--- src/hw/rtl/vicp_pkg.sv ---
// Shared types and constants for the vector interface command processor.
`timescale 1ns / 1ps
`default_nettype none

package vicp_pkg;

  localparam int unsigned WORD_W     = 32;
  localparam int unsigned REM_W      = 10;
  localparam int unsigned SEL_W      = 4;
  localparam int unsigned MEM_ADDR_W = 12;
  localparam int unsigned PROG_W     = 19;
  localparam int unsigned IMM_W      = 16;
  localparam int unsigned APB_ADDR_W = 3;

  // command codes (low 7 bits of the command byte)
  localparam logic [6:0] CMD_NOP    = 7'h00;
  localparam logic [6:0] CMD_STCYCL = 7'h01;
  localparam logic [6:0] CMD_ITOP   = 7'h04;
  localparam logic [6:0] CMD_STMOD  = 7'h05;
  localparam logic [6:0] CMD_MARK   = 7'h07;
  localparam logic [6:0] CMD_FLUSHE = 7'h10;
  localparam logic [6:0] CMD_MSCAL  = 7'h14;
  localparam logic [6:0] CMD_MSCALF = 7'h15;
  localparam logic [6:0] CMD_MSCNT  = 7'h17;
  localparam logic [6:0] CMD_STMASK = 7'h20;
  localparam logic [6:0] CMD_STROW  = 7'h30;
  localparam logic [6:0] CMD_STCOL  = 7'h31;
  localparam logic [6:0] CMD_MPG    = 7'h4A;

  // holes in the unpack code range
  localparam logic [6:0] CMD_NOUNPK0 = 7'h67;
  localparam logic [6:0] CMD_NOUNPK1 = 7'h77;
  localparam logic [6:0] CMD_NOUNPK2 = 7'h7B;

  localparam logic [REM_W-1:0] REM_STMASK   = 10'd1;
  localparam logic [REM_W-1:0] REM_ROWCOL   = 10'd4;
  localparam logic [REM_W-1:0] REM_MPG_FULL = 10'd512;

  // register selects
  localparam logic [SEL_W-1:0] SEL_CYCLE = 4'd0;
  localparam logic [SEL_W-1:0] SEL_ITOP  = 4'd1;
  localparam logic [SEL_W-1:0] SEL_MODE  = 4'd2;
  localparam logic [SEL_W-1:0] SEL_MARK  = 4'd3;
  localparam logic [SEL_W-1:0] SEL_MASK  = 4'd4;
  localparam logic [SEL_W-1:0] SEL_ROW0  = 4'd5;
  localparam logic [SEL_W-1:0] SEL_COL0  = 4'd9;

  // configuration register index (word index, paddr[2])
  localparam logic [0:0] REG_MASK_INVALID = 1'b0;

  typedef enum logic [3:0] {
    EV_NONE       = 4'd0,
    EV_REG_WRITE  = 4'd1,
    EV_MEM_WRITE  = 4'd2,
    EV_START_PROG = 4'd3,
    EV_CONT_PROG  = 4'd4,
    EV_FLUSH      = 4'd5,
    EV_INVALID    = 4'd6,
    EV_MARK       = 4'd7,
    EV_UNPACK     = 4'd8
  } event_e;

  // classified word as it travels from front to back
  typedef struct packed {
    event_e                kind;
    logic [SEL_W-1:0]      sel;
    logic [WORD_W-1:0]     value;
    logic [MEM_ADDR_W-1:0] addr;
    logic                  overflow;
    logic                  irq;
    logic                  busy;
  } op_t;

  typedef struct packed {
    logic full;
    logic empty;
  } q_status_t;

endpackage

`default_nettype wire

--- src/hw/rtl/vicp_front.sv ---
// Front end: accepts stream words, tracks command/payload state, classifies each word.
`timescale 1ns / 1ps
`default_nettype none

module vicp_front import vicp_pkg::*; #(
  parameter int unsigned MICRO_MEM_BYTES = 4096
) (
  input  wire logic              clk_i,
  input  wire logic              rst_ni,
  input  wire logic              mask_invalid_i,
  input  wire logic              in_valid_i,
  input  wire logic [WORD_W-1:0] data_word_i,
  output logic                   in_stall_o,
  input  wire logic              q_full_i,
  output logic                   push_o,
  output op_t                    op_o
);

  // micro memory size must be a power of two; the front end does not check it
  localparam int unsigned AW = $clog2(MICRO_MEM_BYTES);

  logic [6:0]       cmd_q, cmd_d;
  logic [REM_W-1:0] rem_q, rem_d;
  logic [AW-1:0]    addr_q, addr_d;
  logic             wrap_q, wrap_d;
  logic             accept;

  logic [AW:0]            addr_inc;
  logic [AW+MEM_ADDR_W-1:0] addr_ext;
  logic [PROG_W-1:0]      imm_x8;
  logic [6:0]             code;
  logic [7:0]             num;
  logic [IMM_W-1:0]       imm;
  logic [1:0]             idx;
  logic                   is_unpack;

  assign accept     = in_valid_i && !q_full_i;
  assign in_stall_o = q_full_i;
  assign push_o     = accept;

  assign code     = data_word_i[30:24];
  assign num      = data_word_i[23:16];
  assign imm      = data_word_i[15:0];
  assign imm_x8   = {imm, 3'b000};
  assign addr_inc = {1'b0, addr_q} + (AW+1)'(4);
  assign addr_ext = {{MEM_ADDR_W{1'b0}}, addr_q};
  assign idx      = 2'b00 - rem_q[1:0];
  assign is_unpack = (code[6:5] == 2'b11) && (code != CMD_NOUNPK0) &&
                     (code != CMD_NOUNPK1) && (code != CMD_NOUNPK2);

  always_comb begin
    cmd_d  = cmd_q;
    rem_d  = rem_q;
    addr_d = addr_q;
    wrap_d = wrap_q;
    op_o   = '0;
    op_o.kind = EV_NONE;
    if (rem_q != '0) begin
      case (cmd_q)
        CMD_STMASK: begin
          op_o.kind  = EV_REG_WRITE;
          op_o.sel   = SEL_MASK;
          op_o.value = data_word_i;
        end
        CMD_STROW: begin
          op_o.kind  = EV_REG_WRITE;
          op_o.sel   = SEL_ROW0 + {2'b00, idx};
          op_o.value = data_word_i;
        end
        CMD_STCOL: begin
          op_o.kind  = EV_REG_WRITE;
          op_o.sel   = SEL_COL0 + {2'b00, idx};
          op_o.value = data_word_i;
        end
        default: begin
          op_o.kind     = EV_MEM_WRITE;
          op_o.addr     = addr_ext[MEM_ADDR_W-1:0];
          op_o.value    = data_word_i;
          op_o.overflow = wrap_q;
          addr_d        = addr_inc[AW-1:0];
          if (addr_inc[AW]) begin
            wrap_d = 1'b1;
          end
        end
      endcase
      rem_d = rem_q - REM_W'(1);
      if (rem_d == '0) begin
        cmd_d = CMD_NOP;
      end
    end else begin
      case (code)
        CMD_NOP: ;
        CMD_STCYCL: begin
          op_o.kind  = EV_REG_WRITE;
          op_o.sel   = SEL_CYCLE;
          op_o.value = {16'h0000, imm};
        end
        CMD_ITOP: begin
          op_o.kind  = EV_REG_WRITE;
          op_o.sel   = SEL_ITOP;
          op_o.value = {22'h0, imm[9:0]};
        end
        CMD_STMOD: begin
          op_o.kind  = EV_REG_WRITE;
          op_o.sel   = SEL_MODE;
          op_o.value = {30'h0, imm[1:0]};
        end
        CMD_MARK: begin
          op_o.kind  = EV_MARK;
          op_o.sel   = SEL_MARK;
          op_o.value = {16'h0000, imm};
        end
        CMD_FLUSHE: op_o.kind = EV_FLUSH;
        CMD_MSCAL, CMD_MSCALF: begin
          op_o.kind  = EV_START_PROG;
          op_o.value = {16'h0000, imm};
        end
        CMD_MSCNT: op_o.kind = EV_CONT_PROG;
        CMD_STMASK: begin
          cmd_d = code;
          rem_d = REM_STMASK;
        end
        CMD_STROW, CMD_STCOL: begin
          cmd_d = code;
          rem_d = REM_ROWCOL;
        end
        CMD_MPG: begin
          cmd_d  = code;
          rem_d  = (num == 8'd0) ? REM_MPG_FULL : {1'b0, num, 1'b0};
          addr_d = imm_x8[AW-1:0];
          wrap_d = 1'b0;
        end
        default: begin
          if (is_unpack) begin
            op_o.kind = EV_UNPACK;
          end else begin
            op_o.kind = EV_INVALID;
            op_o.irq  = !mask_invalid_i;
          end
        end
      endcase
    end
    op_o.busy = (rem_d != '0);
  end

  always_ff @(posedge clk_i or negedge rst_ni) begin
    if (!rst_ni) begin
      cmd_q  <= CMD_NOP;
      rem_q  <= '0;
      addr_q <= '0;
      wrap_q <= 1'b0;
    end else if (accept) begin
      cmd_q  <= cmd_d;
      rem_q  <= rem_d;
      addr_q <= addr_d;
      wrap_q <= wrap_d;
    end
  end

endmodule

`default_nettype wire

--- src/hw/rtl/vicp_queue.sv ---
// Two-entry queue between the front end and the back end.
`timescale 1ns / 1ps
`default_nettype none

module vicp_queue import vicp_pkg::*; (
  input  wire logic clk_i,
  input  wire logic rst_ni,
  input  wire logic push_i,
  input  wire op_t  op_i,
  input  wire logic pop_i,
  output op_t       op_o,
  output q_status_t status_o
);

  op_t        entry_q [2];
  logic       wr_ptr_q, wr_ptr_d;
  logic       rd_ptr_q, rd_ptr_d;
  logic [1:0] cnt_q, cnt_d;

  assign op_o           = entry_q[rd_ptr_q];
  assign status_o.full  = (cnt_q == 2'd2);
  assign status_o.empty = (cnt_q == 2'd0);

  always_comb begin
    wr_ptr_d = push_i ? !wr_ptr_q : wr_ptr_q;
    rd_ptr_d = pop_i ? !rd_ptr_q : rd_ptr_q;
    cnt_d    = cnt_q + {1'b0, push_i} - {1'b0, pop_i};
  end

  always_ff @(posedge clk_i) begin
    if (push_i) begin
      entry_q[wr_ptr_q] <= op_i;
    end
  end

  always_ff @(posedge clk_i or negedge rst_ni) begin
    if (!rst_ni) begin
      wr_ptr_q <= 1'b0;
      rd_ptr_q <= 1'b0;
      cnt_q    <= 2'd0;
    end else begin
      wr_ptr_q <= wr_ptr_d;
      rd_ptr_q <= rd_ptr_d;
      cnt_q    <= cnt_d;
    end
  end

endmodule

`default_nettype wire

--- src/hw/rtl/vicp_back.sv ---
// Back end: output register that turns classified words into result transfers.
`timescale 1ns / 1ps
`default_nettype none

module vicp_back import vicp_pkg::*; (
  input  wire logic                    clk_i,
  input  wire logic                    rst_ni,
  input  wire q_status_t               q_status_i,
  input  wire op_t                     op_i,
  output logic                         pop_o,
  output logic                         out_valid_o,
  input  wire logic                    out_stall_i,
  output logic [3:0]                   event_kind_o,
  output logic [SEL_W-1:0]             register_select_o,
  output logic [WORD_W-1:0]            register_value_o,
  output logic [MEM_ADDR_W-1:0]        memory_byte_address_o,
  output logic [WORD_W-1:0]            memory_data_o,
  output logic [PROG_W-1:0]            program_address_o,
  output logic                         overflow_flag_o,
  output logic                         interrupt_pulse_o,
  output logic                         busy_res_o
);

  op_t  res_q;
  logic valid_q, valid_d;
  logic is_reg, is_mem, is_start;

  assign pop_o = !q_status_i.empty && (!valid_q || !out_stall_i);

  always_comb begin
    valid_d = valid_q;
    if (pop_o) begin
      valid_d = 1'b1;
    end else if (!out_stall_i) begin
      valid_d = 1'b0;
    end
  end

  always_ff @(posedge clk_i or negedge rst_ni) begin
    if (!rst_ni) begin
      valid_q <= 1'b0;
    end else begin
      valid_q <= valid_d;
    end
  end

  always_ff @(posedge clk_i) begin
    if (pop_o) begin
      res_q <= op_i;
    end
  end

  assign is_reg   = (res_q.kind == EV_REG_WRITE) || (res_q.kind == EV_MARK);
  assign is_mem   = (res_q.kind == EV_MEM_WRITE);
  assign is_start = (res_q.kind == EV_START_PROG);

  assign out_valid_o           = valid_q;
  assign event_kind_o          = res_q.kind;
  assign register_select_o     = is_reg ? res_q.sel : '0;
  assign register_value_o      = is_reg ? res_q.value : '0;
  assign memory_byte_address_o = is_mem ? res_q.addr : '0;
  assign memory_data_o         = is_mem ? res_q.value : '0;
  assign program_address_o     = is_start ? {res_q.value[IMM_W-1:0], 3'b000} : '0;
  assign overflow_flag_o       = is_mem && res_q.overflow;
  assign interrupt_pulse_o     = (res_q.kind == EV_INVALID) && res_q.irq;
  assign busy_res_o            = res_q.busy;

endmodule

`default_nettype wire

--- src/hw/rtl/vector_interface_command_processor.sv ---
// Vector interface command processor top level: APB register, front end, queue, back end.
//
// Usage: one 32-bit stream word per input transfer on data_word_i (in_valid_i /
// in_stall_o). While no payload is pending the word is a command (code in bits
// 30:24, count in 23:16, immediate in 15:0); STMASK, STROW, STCOL and MPG then
// take 1, 4, 4 or 2*count payload words (512 for MPG with count 0). Every input
// word yields exactly one result transfer on the output channel (out_valid_o / out_stall_i).
// Throughput: one word per cycle while in_stall_o is low and the receiver takes each result,
// set by the combinational decode in the front end and the output register in the back
// end. The queue is written at the input transfer and the output register when the
// back end pops the entry, which an output stall can hold off; out_valid_o rises with it.
// The two-entry queue decouples the sides; in_stall_o rises only when it is
// full, which can be the cycle after the receiver first stalls with words arriving.
// Reset clears the command state, the queue, the output valid and
// mask_invalid_error; the block comes out idle and expects a command word.
// mask_invalid_error sits at APB byte address 0; it is to be written while idle, which the block does not enforce.
// MICRO_MEM_BYTES must be a power of two.
`timescale 1ns / 1ps
`default_nettype none

module vector_interface_command_processor import vicp_pkg::*; #(
  parameter int unsigned MICRO_MEM_BYTES = 4096
) (
  input  wire logic                    clk_i,
  input  wire logic                    rst_ni,
  input  wire logic                    psel,
  input  wire logic                    penable,
  input  wire logic                    pwrite,
  input  wire logic [APB_ADDR_W-1:0]   paddr,
  input  wire logic [WORD_W-1:0]       pwdata,
  output logic [WORD_W-1:0]            prdata,
  output logic                         pready,
  input  wire logic                    in_valid_i,
  output logic                         in_stall_o,
  input  wire logic [WORD_W-1:0]       data_word_i,
  output logic                         out_valid_o,
  input  wire logic                    out_stall_i,
  output logic [3:0]                   event_kind_o,
  output logic [SEL_W-1:0]             register_select_o,
  output logic [WORD_W-1:0]            register_value_o,
  output logic [MEM_ADDR_W-1:0]        memory_byte_address_o,
  output logic [WORD_W-1:0]            memory_data_o,
  output logic [PROG_W-1:0]            program_address_o,
  output logic                         overflow_flag_o,
  output logic                         interrupt_pulse_o,
  output logic                         busy_res_o
);

  logic      mask_inv_q;
  logic      cfg_wr;
  logic      push;
  logic      pop;
  op_t       front_op;
  op_t       head_op;
  q_status_t q_status;

  assign pready = 1'b1;
  assign cfg_wr = psel && penable && pwrite && pready &&
                  (paddr[2:2] == REG_MASK_INVALID);
  assign prdata = (paddr[2:2] == REG_MASK_INVALID) ? {31'h0, mask_inv_q} : '0;

  always_ff @(posedge clk_i or negedge rst_ni) begin
    if (!rst_ni) begin
      mask_inv_q <= 1'b0;
    end else if (cfg_wr) begin
      mask_inv_q <= pwdata[0];
    end
  end

  vicp_front #(
    .MICRO_MEM_BYTES(MICRO_MEM_BYTES)
  ) u_front (
    .clk_i         (clk_i),
    .rst_ni        (rst_ni),
    .mask_invalid_i(mask_inv_q),
    .in_valid_i    (in_valid_i),
    .data_word_i   (data_word_i),
    .in_stall_o    (in_stall_o),
    .q_full_i      (q_status.full),
    .push_o        (push),
    .op_o          (front_op)
  );

  vicp_queue u_queue (
    .clk_i   (clk_i),
    .rst_ni  (rst_ni),
    .push_i  (push),
    .op_i    (front_op),
    .pop_i   (pop),
    .op_o    (head_op),
    .status_o(q_status)
  );

  vicp_back u_back (
    .clk_i                (clk_i),
    .rst_ni               (rst_ni),
    .q_status_i           (q_status),
    .op_i                 (head_op),
    .pop_o                (pop),
    .out_valid_o          (out_valid_o),
    .out_stall_i          (out_stall_i),
    .event_kind_o         (event_kind_o),
    .register_select_o    (register_select_o),
    .register_value_o     (register_value_o),
    .memory_byte_address_o(memory_byte_address_o),
    .memory_data_o        (memory_data_o),
    .program_address_o    (program_address_o),
    .overflow_flag_o      (overflow_flag_o),
    .interrupt_pulse_o    (interrupt_pulse_o),
    .busy_res_o           (busy_res_o)
  );

  a_queue_sane: assert property (@(posedge clk_i) disable iff (!rst_ni)
    !(q_status.full && q_status.empty))
    else $error("queue reports full and empty at once");

  a_irq_only_invalid: assert property (@(posedge clk_i) disable iff (!rst_ni)
    out_valid_o && interrupt_pulse_o |-> event_kind_o == EV_INVALID)
    else $error("interrupt on a non-invalid result");

  a_ovf_only_mem: assert property (@(posedge clk_i) disable iff (!rst_ni)
    out_valid_o && overflow_flag_o |-> event_kind_o == EV_MEM_WRITE)
    else $error("overflow flag outside a micro memory write");

  a_push_not_full: assert property (@(posedge clk_i) disable iff (!rst_ni)
    push && q_status.full |-> pop)
    else $error("queue written while full");

endmodule

`default_nettype wire

--- config.mk ---
export PLATFORM = sky130hd
export DESIGN_NAME = vector_interface_command_processor
export DESIGN_NICKNAME = d
export VERILOG_FILES = /design/src/hw/rtl/vicp_pkg.sv /design/src/hw/rtl/vicp_front.sv /design/src/hw/rtl/vicp_queue.sv /design/src/hw/rtl/vicp_back.sv /design/src/hw/rtl/vector_interface_command_processor.sv
export SDC_FILE = /design/constraint.sdc
export NUM_CORES = 1
export LEC_CHECK = 0
export ABC_CLOCK_PERIOD_IN_PS = 12900
export BUFFER_PORTS_ARGS = -buffer_cell sky130_fd_sc_hd__buf_4
export CAP_MARGIN = 20
export CORE_MARGIN = 2
export CORE_UTILIZATION = 49
export DETAILED_ROUTE_END_ITERATION = 6
export PLACE_DENSITY = 0.74
export SETUP_SLACK_MARGIN = 0.15
export SKIP_CTS_REPAIR_TIMING = 1
export SLEW_MARGIN = 20
export SYNTH_ARGS = -nofsm -noshare
export SYNTH_HDL_FRONTEND = slang
export SYNTH_SLANG_ARGS = --single-unit
--- constraint.sdc ---
create_clock -name clk_i -period 12.9 [get_ports clk_i]
set_clock_uncertainty 0.05 [all_clocks]
set_input_delay 2.58 -clock clk_i [delete_from_list [all_inputs] [get_ports clk_i]]
set_output_delay 2.58 -clock clk_i [all_outputs]
set_load 0.01 [all_outputs]
==> impl_results.md <==
- Adder-cell area share of the yosys netlist: 0.805%
- Final core occ: about three fifths
- EDFF count, synth: 162
- FP Rows: 50
- Status: complete, no violations
- Post-synthesis mux area share: 6.97%
- TritonCTS Buffers: 17
- Pwr/cell area: 208 nW/µm²
- TritonRoute pass-1 iters: 6
- Global Route Usage Sum: 19.7%
- Core Footprint: 18700 µm²
- Top_reg_cell synth: edfxtp_1
- H-Tree Depth: 4
- R2r worst-path depth: 8
- First-pass GRT wire length: ~31000 µm
- Die Ht: 142 µm
- Minimum clock period: 5540 ps
- 1st-iter DRT viols: 454
- Worst path arrival time: slightly below 3000 ps
- Dpl hpwl: 13100 µm
- Worst skew pair latency: roughly 430 ps
- Crit path required time: 10270 ps
- DRC Markers: 0
- Total negative slack: 0 ps
- Max_slew headroom: 33.8%
- Post-synthesis instance total: 758
- CP Capture Type: primary output
- Syn avg cell area: 12.3 µm²
- Vias per inst: 5.39
- Synth Area in XOR/XNOR: less than 1%
- Largest family of logic cells by synthesized area: simple AND/OR/NAND/NOR gates
- Clock Pin Slew Worst Setup and Hold Paths: 70 ps
- GRT overflow: 0
- Net switching power: 0.731 mW
- Worst r2r src: u_front.rem_q[0]
- Port Buffers: 146
- Combinational share of power: 31.1%
- Pleak: 4.45 nW
- RSZ-0062 raised after global routing: no
- Clock Path Buffers: 2
- Hold Vio Cnt, Final: 0
- Setup slack after layout: 7360 ps
- Initial antenna violation count: 0
- Seq/Total Area, Yosys: 61.3%
- # setup viols final: 0
- Final worst-path cycle share: around 43%
- Drt wl/cell: 17.4 µm
- Part of the power in registers: 45.9%
- Netlist Area Pre-Place: approximately 9300 µm²
- Clock share of power: 23.0%
- Max Fanout on Critical Path: 2
- Flops & latches, synth: approximately 200
- # diodes: 0
- Initial Utilization: 49.9%
- CTS tree: built
- Die ar.: 20200 µm²
- Worst Setup Start Kind: input pin
- Synth async-reset ratio: 17.3%
- Hold Path Cell Cnt: 1
- Beginning of the critical path: paddr[2]
- Synth Area in Compound Gates: 7.28%
- Vias in the first global route: 5773
- Min-Delay Path Class: flip-flop to flip-flop
- Post-synthesis simple-gate area fraction: 16.9%
- Largest net degree at the start of global routing: 57
- Max-slew violations: 0
- Share of layout cells above drive strength 1: 28.5%
- Total wire length: 19700 µm
- Setup Crit Path Kind: input pin to primary output
- Routability congestion estimate: 0.896
- Count of cell types in the netlist: 58
- Nets: 966
- Power Internal: 1.58 mW
- Ports: 215
- Worst-margin pin slew: around 990 ps
- DRT antenna net count: 0
- Clk sinks: 196
- Hold Startpoint: u_queue.cnt_q[1]
- Switch share: around a third
- Fmax: around 180 MHz
- Max rail drop VDD: 0.105 mV
- P&R area growth vs syn: 18.9%
- Yosys warning count: 0
- Clock Root Buffer: clkbuf_16
- Max Cap Violations: 0
- Dpl ws: 7360 ps
- Vias: 6109
- Die width: 142 µm
## final timing paths
check                      slack, ps                      to
max in group asynchronous      10370        u_queue.rd_ptr_q
setup / recovery                7360               prdata[0]
min in group asynchronous       2070      u_front.addr_q[11]
hold reg to reg                  450        u_queue.cnt_q[1]
hold / removal                   450        u_queue.cnt_q[1]
setup reg to reg                9170  u_queue.entry_q[0][16]
## cell usage in the layout, fill, tap and decap left out, types with 3 or more instances in the layout
cell         n
nand2b_1     9
o22ai_1      6
inv_1       20
a31o_2       3
a21boi_0     3
nand3_1     10
mux2_2      56
dfrtp_1     33
or2_2        4
nor3b_1      3
clkinv_1     3
conb_1      37
bufinv_16    3
buf_4      155
a31oi_1      4
or3_1        4
clkbuf_16   17
nor4_1       6
and2_1     128
nor2_1      33
and3_1       5
o31ai_1      3
nand2_1     28
nor3_1      15
ha_1         6
o21ai_0     26
edfxtp_1   162
o2bb2ai_1    3
xnor2_1      8
a21o_1       6
a21oi_1     33
a22oi_1      4
nand4_1      3
nor2b_1     11
## state kept, by name, summed over array words and instances (netlist names)
signal               flops
u_queue.entry_q        108
u_back.res_q            49
u_front.addr_q          10
u_front.rem_q           10
u_front.cmd_q            7
u_back.event_kind_o      4
u_queue.cnt_q            2
mask_inv_q               1
u_back.busy_res_o        1
u_back.out_valid_o       1
u_front.wrap_q           1
u_queue.rd_ptr_q         1
u_queue.wr_ptr_q         1
## metrics by stage
stage	hold WS [ps]	std cells	total power, mW	area (µm²)
floorplan	411	793	1.53	9460
global placement	429	1101	1.77	10500
detailed placement	439	1101	1.79	10500
CTS	454	1133	2.33	11100
global route	483	1133	2.44	11100
finish	450	1133	2.31	11100
## power groups by stage
stage	clock (mW)	sequential (mW)	combinational, mW
2_1_floorplan	0	1.03	0.509
3_3_place_gp	0	1.06	0.708
3_5_place_dp	0	1.07	0.719
4_1_cts	0.539	1.06	0.726
5_1_grt	0.562	1.09	0.789
6_report	0.531	1.06	0.718
## final cells by class
type                            instances  area (µm²)
Clock buffer                           19         433
Clock inverter                         13         156
Fill cell                            1503        7610
Inverter                               20        75.1
Multi-Input combinational cell        496        3260
Sequential cell                       196        5720
Tap cell                              234         293
Timing Repair Buffer                  155        1160
## synthesized netlist by cell type, types with 4 or more instances
| cell | n | area share, % |
|---|---|---|
| a21o_1 | 6 | 0.48 |
| a21oi_1 | 34 | 1.8 |
| a22oi_1 | 4 | 0.32 |
| a31oi_1 | 4 | 0.27 |
| and2_1 | 128 | 8.6 |
| and3_1 | 6 | 0.40 |
| buf_2 | 4 | 0.21 |
| buf_4 | 40 | 3.2 |
| clkbuf_1 | 36 | 1.4 |
| dfrtp_1 | 34 | 9.1 |
| edfxtp_1 | 162 | 52 |
| ha_1 | 6 | 0.80 |
| inv_1 | 20 | 0.80 |
| mux2_2 | 56 | 6.8 |
| nand2_1 | 28 | 1.1 |
| nand2b_1 | 9 | 0.60 |
| nand3_1 | 10 | 0.54 |
| nor2_1 | 34 | 1.4 |
| nor2b_1 | 11 | 0.74 |
| nor3_1 | 16 | 0.86 |
| nor3b_1 | 5 | 0.40 |
| nor4_1 | 7 | 0.47 |
| o21ai_0 | 26 | 1.4 |
| o22ai_1 | 6 | 0.40 |
| or2_2 | 4 | 0.27 |
| or3_1 | 4 | 0.27 |
| xnor2_1 | 8 | 0.75 |
## metal layers
metal | track usage [%] | routed length (µm)
met1 | 25.7 | 8290
met2 | 33.2 | 9860
met3 | 4.24 | 1260
met4 | 6.37 | 326
met5 | 0 | 0
## worst max-delay path, cell delays in order
cell	delay [ps]
buf_4	110
nor2b_1	90
buf_4	120
## kinds of logic after synthesis
family,after synthesis
AO/OA/AOI/OAI,109
multiplexers,58
flip-flops,196
adder cells (fa/ha/maj),6
other,2
XOR/XNOR,10
AND/OR/NAND/NOR,276
buffers and inverters,101
Note: power is estimated with default switching activity, not from simulation.
